### src/design/cst_pkg.sv
// Package for the counting semaphore table: table sizes, operation and
// status codes, and the request and result records shared by the bank and top level.
// No dependencies.
package cst_pkg;

	localparam int NUM_SEMAPHORES = 16;
	localparam int COUNT_BITS     = 16;
	localparam int IDX_BITS       = (NUM_SEMAPHORES > 1) ? $clog2(NUM_SEMAPHORES) : 1;

	localparam logic [31:0] COUNT_MAX = 32'((64'd1 << COUNT_BITS) - 64'd1);

	localparam logic [1:0] OP_OPEN   = 2'd0;
	localparam logic [1:0] OP_WAIT   = 2'd1;
	localparam logic [1:0] OP_SIGNAL = 2'd2;

	localparam logic [1:0] ST_OK      = 2'd0;
	localparam logic [1:0] ST_BLOCK   = 2'd1;
	localparam logic [1:0] ST_INVALID = 2'd2;
	localparam logic [1:0] ST_FULL    = 2'd3;

	typedef logic [COUNT_BITS-1:0] count_t;
	typedef logic [IDX_BITS-1:0]   idx_t;

	typedef struct packed {
		logic [1:0]  operation;
		logic [7:0]  sem_handle;
		logic [15:0] initial_count;
	} req_t;

	typedef struct packed {
		logic [1:0]  status;
		logic [3:0]  handle_out;
		logic [15:0] count_after;
		logic        wake;
	} rsp_t;

endpackage

### src/design/cst_if.sv
// Valid/ready channel interfaces for the counting semaphore table:
// one for requests, one for results. No dependencies.
interface cst_req_if;
	logic        valid;
	logic        ready;
	logic [1:0]  operation;
	logic [7:0]  sem_handle;
	logic [15:0] initial_count;

	modport source (output valid, output operation, output sem_handle,
		output initial_count, input ready);
	modport sink (input valid, input operation, input sem_handle,
		input initial_count, output ready);
endinterface

interface cst_rsp_if;
	logic        valid;
	logic        ready;
	logic [1:0]  status;
	logic [3:0]  handle_out;
	logic [15:0] count_after;
	logic        wake;

	modport source (output valid, output status, output handle_out,
		output count_after, output wake, input ready);
	modport sink (input valid, input status, input handle_out,
		input count_after, input wake, output ready);
endinterface

### src/design/cst_bank.sv
// Semaphore bank: in-use marks and counts, with the
// read-modify-write for one request. Depends on cst_pkg.
module cst_bank (
	input  logic          clk,
	input  logic          arst_n,
	input  logic          step,
	input  cst_pkg::req_t req,
	output cst_pkg::rsp_t rsp
);
	import cst_pkg::*;

	logic [NUM_SEMAPHORES-1:0] in_use_q;
	count_t                    count_q [NUM_SEMAPHORES];

	logic   free_found;
	idx_t   free_idx;
	idx_t   idx;
	logic   handle_ok;
	count_t cur;
	count_t init_sat;
	logic   wr_en;
	logic   set_use;
	idx_t   wr_idx;
	count_t wr_val;

	always_comb begin
		free_found = 1'b0;
		free_idx   = '0;
		for (int i = NUM_SEMAPHORES - 1; i >= 0; i--) begin
			if (!in_use_q[i]) begin
				free_found = 1'b1;
				free_idx   = IDX_BITS'(i);
			end
		end
	end

	assign idx       = IDX_BITS'(req.sem_handle);
	assign handle_ok = ({1'b0, req.sem_handle} < 9'(NUM_SEMAPHORES)) && in_use_q[idx];
	assign cur       = count_q[idx];
	assign init_sat  = (32'(req.initial_count) > COUNT_MAX) ? COUNT_BITS'(COUNT_MAX)
		: COUNT_BITS'(req.initial_count);

	always_comb begin
		rsp.status      = ST_INVALID;
		rsp.handle_out  = 4'(req.sem_handle);
		rsp.count_after = '0;
		rsp.wake        = 1'b0;
		wr_en           = 1'b0;
		set_use         = 1'b0;
		wr_idx          = idx;
		wr_val          = cur;
		case (req.operation)
			OP_OPEN: begin
				if (free_found) begin
					rsp.status      = ST_OK;
					rsp.handle_out  = 4'(free_idx);
					rsp.count_after = 16'(init_sat);
					wr_en           = 1'b1;
					set_use         = 1'b1;
					wr_idx          = free_idx;
					wr_val          = init_sat;
				end else begin
					rsp.status     = ST_FULL;
					rsp.handle_out = '0;
				end
			end
			OP_WAIT: begin
				if (handle_ok) begin
					if (cur == '0) begin
						rsp.status = ST_BLOCK;
					end else begin
						rsp.status      = ST_OK;
						wr_val          = cur - COUNT_BITS'(1);
						rsp.count_after = 16'(wr_val);
						wr_en           = 1'b1;
					end
				end
			end
			OP_SIGNAL: begin
				if (handle_ok) begin
					rsp.status      = ST_OK;
					rsp.wake        = 1'b1;
					wr_val          = (32'(cur) < COUNT_MAX) ? cur + COUNT_BITS'(1) : cur;
					rsp.count_after = 16'(wr_val);
					wr_en           = 1'b1;
				end
			end
			default: begin
				rsp.status = ST_INVALID;
			end
		endcase
	end

	always_ff @(posedge clk or negedge arst_n) begin
		if (!arst_n) begin
			in_use_q <= '0;
		end else if (step && set_use) begin
			in_use_q[wr_idx] <= 1'b1;
		end
	end

	always_ff @(posedge clk) begin
		if (step && wr_en) begin
			count_q[wr_idx] <= wr_val;
		end
	end

endmodule

### src/design/counting_semaphore_table.sv
// Top level of the counting semaphore table: request register, semaphore
// bank and result register. Depends on cst_pkg, cst_if and cst_bank.
//
// Usage:
//   req carries one request (operation, sem_handle, initial_count); it is
//   taken at a clock edge where req.valid and req.ready are both high.
//   rsp returns exactly one result per request (status, handle_out,
//   count_after, wake), in request order, taken where rsp.valid and
//   rsp.ready are both high.
//   Path: an accepted request waits in the request register, goes through
//   the bank, and its result is captured in the result register.
//   Throughput: one request per cycle unless rsp stalls; the bank's
//   read-modify-write and free-entry priority encode finish before the next
//   request reaches the bank, so each request sees the effect of the one before it.
//   Stall: while rsp is held, the result register keeps its result and the
//   request register keeps one more request; req.ready drops once both are
//   full and returns as soon as rsp.ready does.
//   Reset (arst_n low): every entry is marked free, both registers empty.
//   Counts are loaded by open, so they need no reset.
module counting_semaphore_table (
	input logic clk,
	input logic arst_n,
	cst_req_if.sink   req,
	cst_rsp_if.source rsp
);
	import cst_pkg::*;

	logic valid_s1;
	req_t req_s1;
	logic rsp_valid_q;
	rsp_t rsp_q;
	rsp_t bank_rsp;
	logic advance;

	assign advance   = !rsp_valid_q || rsp.ready;
	assign req.ready = !valid_s1 || advance;

	always_ff @(posedge clk or negedge arst_n) begin
		if (!arst_n) begin
			valid_s1    <= 1'b0;
			rsp_valid_q <= 1'b0;
		end else begin
			if (req.ready) begin
				valid_s1 <= req.valid;
			end
			if (advance) begin
				rsp_valid_q <= valid_s1;
			end
		end
	end

	always_ff @(posedge clk) begin
		if (req.ready && req.valid) begin
			req_s1.operation     <= req.operation;
			req_s1.sem_handle    <= req.sem_handle;
			req_s1.initial_count <= req.initial_count;
		end
		if (advance && valid_s1) begin
			rsp_q <= bank_rsp;
		end
	end

	cst_bank u_bank (
		.clk    (clk),
		.arst_n (arst_n),
		.step   (advance && valid_s1),
		.req    (req_s1),
		.rsp    (bank_rsp)
	);

	assign rsp.valid       = rsp_valid_q;
	assign rsp.status      = rsp_q.status;
	assign rsp.handle_out  = rsp_q.handle_out;
	assign rsp.count_after = rsp_q.count_after;
	assign rsp.wake        = rsp_q.wake;

endmodule
### src/flat_wrapper.sv
// flat-port wrapper written by rule: the top's interface ports become plain ports
module counting_semaphore_table_flat import cst_pkg::*;
  (clk, arst_n, req_valid, req_operation, req_sem_handle, req_initial_count, req_ready, rsp_valid, rsp_status, rsp_handle_out, rsp_count_after, rsp_wake, rsp_ready);
  cst_req_if req_i ();
  cst_rsp_if rsp_i ();
  input logic clk;
  input logic arst_n;
  input wire logic [$bits(req_i.valid)-1:0] req_valid;
  input wire logic [$bits(req_i.operation)-1:0] req_operation;
  input wire logic [$bits(req_i.sem_handle)-1:0] req_sem_handle;
  input wire logic [$bits(req_i.initial_count)-1:0] req_initial_count;
  output wire logic [$bits(req_i.ready)-1:0] req_ready;
  output wire logic [$bits(rsp_i.valid)-1:0] rsp_valid;
  output wire logic [$bits(rsp_i.status)-1:0] rsp_status;
  output wire logic [$bits(rsp_i.handle_out)-1:0] rsp_handle_out;
  output wire logic [$bits(rsp_i.count_after)-1:0] rsp_count_after;
  output wire logic [$bits(rsp_i.wake)-1:0] rsp_wake;
  input wire logic [$bits(rsp_i.ready)-1:0] rsp_ready;
  assign req_i.valid = req_valid;
  assign req_i.operation = req_operation;
  assign req_i.sem_handle = req_sem_handle;
  assign req_i.initial_count = req_initial_count;
  assign req_ready = req_i.ready;
  assign rsp_valid = rsp_i.valid;
  assign rsp_status = rsp_i.status;
  assign rsp_handle_out = rsp_i.handle_out;
  assign rsp_count_after = rsp_i.count_after;
  assign rsp_wake = rsp_i.wake;
  assign rsp_i.ready = rsp_ready;
  counting_semaphore_table u_core (.clk(clk), .arst_n(arst_n), .req(req_i), .rsp(rsp_i));
endmodule
### config.mk
export PLATFORM = sky130hd
export DESIGN_NAME = counting_semaphore_table_flat
export DESIGN_NICKNAME = d
export VERILOG_FILES = /design/src/design/cst_pkg.sv /design/src/design/cst_if.sv /design/src/design/cst_bank.sv /design/src/design/counting_semaphore_table.sv /design/src/flat_wrapper.sv
export SDC_FILE = /design/constraint.sdc
export NUM_CORES = 1
export LEC_CHECK = 0
export BUFFER_PORTS_ARGS = -buffer_cell sky130_fd_sc_hd__buf_2
export CAP_MARGIN = 20
export CORE_MARGIN = 1.5
export CORE_UTILIZATION = 55
export DETAILED_ROUTE_END_ITERATION = 12
export PLACE_DENSITY = 0.82
export SLEW_MARGIN = 0
export SYNTH_ARGS = -nofsm -noshare
export SYNTH_HDL_FRONTEND = slang
export SYNTH_SLANG_ARGS = --single-unit
### constraint.sdc
create_clock -name clk -period 6.2 [get_ports clk]
set_clock_uncertainty 0.15 [all_clocks]
set_input_delay 0.93 -clock clk [delete_from_list [all_inputs] [get_ports clk]]
set_output_delay 0.93 -clock clk [all_outputs]
set_load 0.005 [all_outputs]
# Word-level counts from Yosys, hierarchy flattened
# Memory sizes are Yosys's and may differ from the RTL's. A register that Yosys moved wholly into a read port is not among the register bits.
# Index checks and enable logic that the tools add are counted.
# totals
mem_bits_rw	256
memories	1
out_inout_bits	25
register_bits	67
# classes
addsub	2
n_lt_le_gt_ge	5
mux	64
n_eq_ne	2
n_reduce_logical	12
n_bitwise	1
# mem_list
memory	depth	word_bits	rd	rd_clocked_by_memory_dff	wr	line	source
u_core.u_bank.count_q	16	16	1	1	1	cst_bank.sv:13	count_t count_q [NUM_SEMAPHORES];
# op_table
op	n
16-bit 2-to-1 mux	8
16-bit case mux with 3 select lines	2
4-bit 2-to-1 mux	20
1-bit 2-to-1 mux	26
17-bit 2-to-1 mux	1
16-bit by 1-bit adder with 16-bit output, second input constant	1
16-bit logical NOT	1
16-bit less-than comparator, second input constant	1
16-bit OR	1
16-bit by 1-bit subtractor with 16-bit output, second input constant	1
4-bit by 5-bit less-than comparator with 1-bit output, second input constant	2
8-bit by 5-bit less-than comparator with 1-bit output, second input constant	1
1-bit logical AND	6
6-bit 2-to-1 mux	1
2-bit case mux with 3 select lines	1
1-bit binary-select mux with 4-bit select	1
1-bit demux with 4-bit select	1
4-bit by 1-bit greater-or-equal comparator with 1-bit output, second input constant	1
2-bit 2-to-1 mux	2
1-bit case mux with 3 select lines	1
2-bit by 1-bit == test with 1-bit output, second input constant	1
2-bit == test, second input constant	1
1-bit logical NOT	2
2-bit logical NOT	1
1-bit logical OR	2

# Depth between registers and ports, before layout
# logic_depth
ltp_word	23
mapped_depth	15
ltp_nobuf	11

# Modules after synthesis
# A second synthesis with hierarchy kept.
# unflattened
cells_unflattened	811
area_unflattened_um2	13779.5
# by_module_without_submodules
mod	area_each_um2	instances	cells_per_inst
cst_bank	12204.2	1	754
counting_semaphore_table	1575.3	1	57

# Least setup slack after synthesis
# OpenSTA, ideal clock, no wires.
# synth_timing
kind	register to register
startpoint	reg (tool-made name)
endpoint	mem u_core.u_bank.count_q[13][0] (netlist bit) (enable)
setup_slack_ns	1.350
t_arrival_ns	4.288
synth_period_minus_slack_ns	4.850
stages_incl_launch_ff	15
path_cell_list	dfxtp_1 -> buf_6 -> buf_12 -> buf_8 -> buf_8 -> mux4_2 -> mux2i_1 -> a211oi_4 -> inv_1 -> ha_1 -> nor4b_4 -> nand4_4 -> a21oi_1 -> or4_1 -> nor3b_1
# synth_lines
element	line
to (decl)	cst_bank.sv:13

==> results by group <==
CTS
  – Clk sinks: 327
  – Postcts setup bufs: 0
  – Clock tree buffer depth: 3
  – Root Buffer: clkbuf_16
  – Cts bufs inserted: 31
  – CTS tree: built
  – Clk slew on worst S/H paths: 0.06 ns
  – Post-cts sizing count: 0
  – CTS H-tree lvls: 1
  – Worst skew pair latency: 0.56 ns
  – CTS Hold Bufs: 0

Drt
  – Final WL: 32.2 mm
  – Antenna viol nets, final: 0
  – Vias/cell: 6.70
  – Total number of vias: 8155
  – WL per Instance: 26.4 um
  – DRT Pass-1 Iters: 8
  – Drt drc: 0
  – 1st-iter DRT viols: 1215

Setup path
  – Nature of the critical path startpoint: flip-flop
  – WP data arrival: 5.40 ns
  – Req. time, crit path: 6.44 ns
  – CP Class: flip-flop to flip-flop
  – Worst Setup End Kind: flip-flop
  – Crit path max fanout: 16

Timing
  – Unrepaired setup endpoints after global routing: no
  – Hold Violations, Final: 0
  – Max Clock Freq: 0.194 GHz
  – Slew Limit Fails: 0
  – Fin crit period: 5.16 ns
  – TNS Setup: 0 ns
  – Period utilization: 83.2%
  – Setup-failing EPs final: 0
  – Rel. slew slack: 29.8%
  – Worst slew pin tran: 1.05 ns

Global route
  – Global Route met2 Usage: 38.7%
  – GRT busiest layer: met2
  – Antenna violations before repair: 1
  – GR Overflow Total: 0
  – Largest net degree at the start of global routing: 37
  – Met1 Resource Use GR: 35.2%
  – Met3 Use GR: 4.14%
  – First-pass GRT wire length: 47.9 mm
  – Vias in the first global route: 7910
  – All-Layer GR Usage: 24.8%

Yosys
  – Yosys warns: 0
  – Mux cell area share after synthesis: 11.8%
  – Adder-cell share of the synthesized area: 0.271%
  – Synthesized area per cell: 17.6 um^2
  – Largest family of logic cells by synthesized area: multiplexers
  – Post-Synth XOR/XNOR Area: 0.885%
  – Sequential share of the synthesized area: 70.0%
  – Simple-gate share of the synthesized area: 7.53%
  – Compound-cell area share of the yosys netlist: 7.41%
  – Yosys reg bits: 327
  – Net Count, Synth: 821
  – Post-synth EDFFs: 305
  – Netlist Area Pre-Place: 0.0138 mm^2
  – Post-Syn Instances: 788
  – Ys flop type: edfxtp_1
  – Ys async rst share: 5.50%
  – Synth cell types: 75

Outcome
  – Status: finished clean

Place
  – Dpl cell area: 0.0146 mm^2
  – Placer Congestion: 0.952
  – HPWL Detailed: 20.6 mm
  – Buffers on Ports: 54

Floorplan
  – Core Area: 0.0245 mm^2
  – Initial Utilization: 56.5%
  – # IOs: 55
  – Horiz. Die Dim: 162 um
  – Die Ht: 162 um
  – Rows: 57
  – Full die area: 0.0261 mm^2

Final layout
  – Nets@finish: 904
  – Design Area, Final: 0.0156 mm^2
  – N_diodes: 0
  – Layout cells sized above 1: 28.0%
  – Most common cell after layout, fill and taps aside: edfxtp_1
  – Area Overhead vs Synth: 12.5%
  – Most frequent cells in the layout: edfxtp_1, mux4_2, buf_2

Pwr
  – Clock group share of total power: 34.3%
  – VDD IR max: 0.213 mV
  – Static Leakage: 5.17 nW
  – Power Dens Cells: 322 mW/mm^2
  – Internal: 3.76 mW
  – Flop pwr share: 52.3%
  – NetSw: 1.25 mW
  – Logic pwr share: 13.4%
  – Switching fraction of total power: 24.9%

Job
  – Max-Cap Viols: 0

Min path
  – Hold Crit Class: input port to asynchronous set/reset pin
logic make-up (layout without fill, tap and decap cells):
logic type      after synthesis  after routing
mux                          76             76
buf+inv                      50            156
simple gates                184            184
fa+ha+maj                     3              3
flops                       327            327
compound gates              134            134
xor+xnor                     14             14
power groups by stage:
stage / registers (mW) / clock network (mW) / logic, mW
2_1_floorplan: 2.63 / 0 / 0.472
3_3_place_gp: 2.66 / 0 / 0.625
3_5_place_dp: 2.67 / 0 / 0.649
4_1_cts: 2.62 / 1.74 / 0.654
5_1_grt: 2.63 / 1.82 / 0.713
6_report: 2.62 / 1.72 / 0.669
routing by layer:
| metal | vias to the layer above | share of wire, % |
|---|---|---|
| met5 | - | 0 |
| met1 | 4078 | 38 |
| met4 | 0 | 4.3 |
| met2 | 551 | 47 |
| met3 | 99 | 11 |
| li1 | 3427 | - |
metrics by stage:
step	hold slack (ns)	total power [mW]	instances	util, %	worst slack [ns]
after global placement	0.325	3.29	1156	59.5	0.878
after global routing	0.173	5.16	1218	63.5	0.784
after CTS	0.150	5.02	1214	63.4	0.878
final	0.143	5.01	1218	63.5	1.04
after detailed placement	0.349	3.32	1158	59.7	0.820
after floorplan	0.307	3.11	788	-	1.35
layout make-up:
| class | count | area (um^2) |
|---|---|---|
| clock buffers | 39 | 806 |
| well taps | 324 | 405 |
| repair buffers | 91 | 576 |
| inverters | 9 | 33.8 |
| clock inverters | 17 | 105 |
| fillers | 1672 | 8960 |
| flip-flops and latches | 327 | 9690 |
| multi-input cells | 411 | 3960 |
cells in the mapped netlist, types with 3 or more instances:
cell,instances,area (um^2)
and3_1,3,18.8
nor4_1,7,43.8
buf_2,14,70.1
or2_2,3,18.8
ha_1,3,37.5
dfxtp_1,4,80.1
o21bai_1,7,52.6
o2111ai_1,6,52.6
nand3_1,22,110
nor3_1,18,90.1
nor2b_1,7,43.8
mux2_2,4,45.0
a22oi_1,18,135
a221oi_1,7,61.3
o221ai_1,3,26.3
a31oi_1,4,25.0
or3_1,4,25.0
and2_1,3,18.8
nand4_1,9,56.3
a22o_1,8,70.1
xor2_1,3,26.3
nor3b_1,9,67.6
inv_1,9,33.8
a221o_1,8,80.1
a21oi_1,15,75.1
xnor2_1,11,96.3
dfrtp_1,18,450
a31o_2,8,70.1
mux2i_1,3,30.0
nand2_1,52,195
buf_6,4,45.0
mux4_2,67,1510
a21o_1,7,52.6
nor2_1,21,78.8
nand2b_1,5,31.3
o21ai_0,15,75.1
clkbuf_1,17,63.8
o211ai_1,7,52.6
edfxtp_1,305,9160
worst max-delay path, stage by stage (launching register included):
cell and delay [ns]:
dfxtp_1 0.85, and2_1 0.65, a22oi_1 0.31, nand2_1 0.39
nand4_1 0.61, nor4_1 0.97, o21ai_0 0.25, o2111a_1 0.20
a21oi_1 0.32, buf_4 0.28
flip-flops by register name (all words and copies together), names as in the netlist, named ones only:
register	cells
u_core.u_bank.count_q	256
u_core.req_s1	26
u_core.rsp.count_after	16
u_core.u_bank.in_use_q	16
u_core.rsp.handle_out	4
u_core.rsp.status	2
u_core.rsp.valid	1
u_core.rsp.wake	1
u_core.valid_s1	1
worst paths after layout:
path / start / endpoint / slack (ns) / cells after the start
setup / recovery: flip-flop / u_core.u_bank.count_q[12][5] / 1.04 / 9
hold / removal: arst_n / u_core.u_bank.in_use_q[6] / 0.14 / 1
setup reg to reg: flip-flop / u_core.u_bank.count_q[12][5] / 1.04 / 9
hold reg to reg: u_core.valid_s1 / u_core.rsp.valid / 0.36 / 1
max in group asynchronous: arst_n / u_core.u_bank.in_use_q[13] / 5.47 / 1
min in group clk: u_core.valid_s1 / u_core.rsp.valid / 0.36 / 1
(Power assumes the default switching activity.)
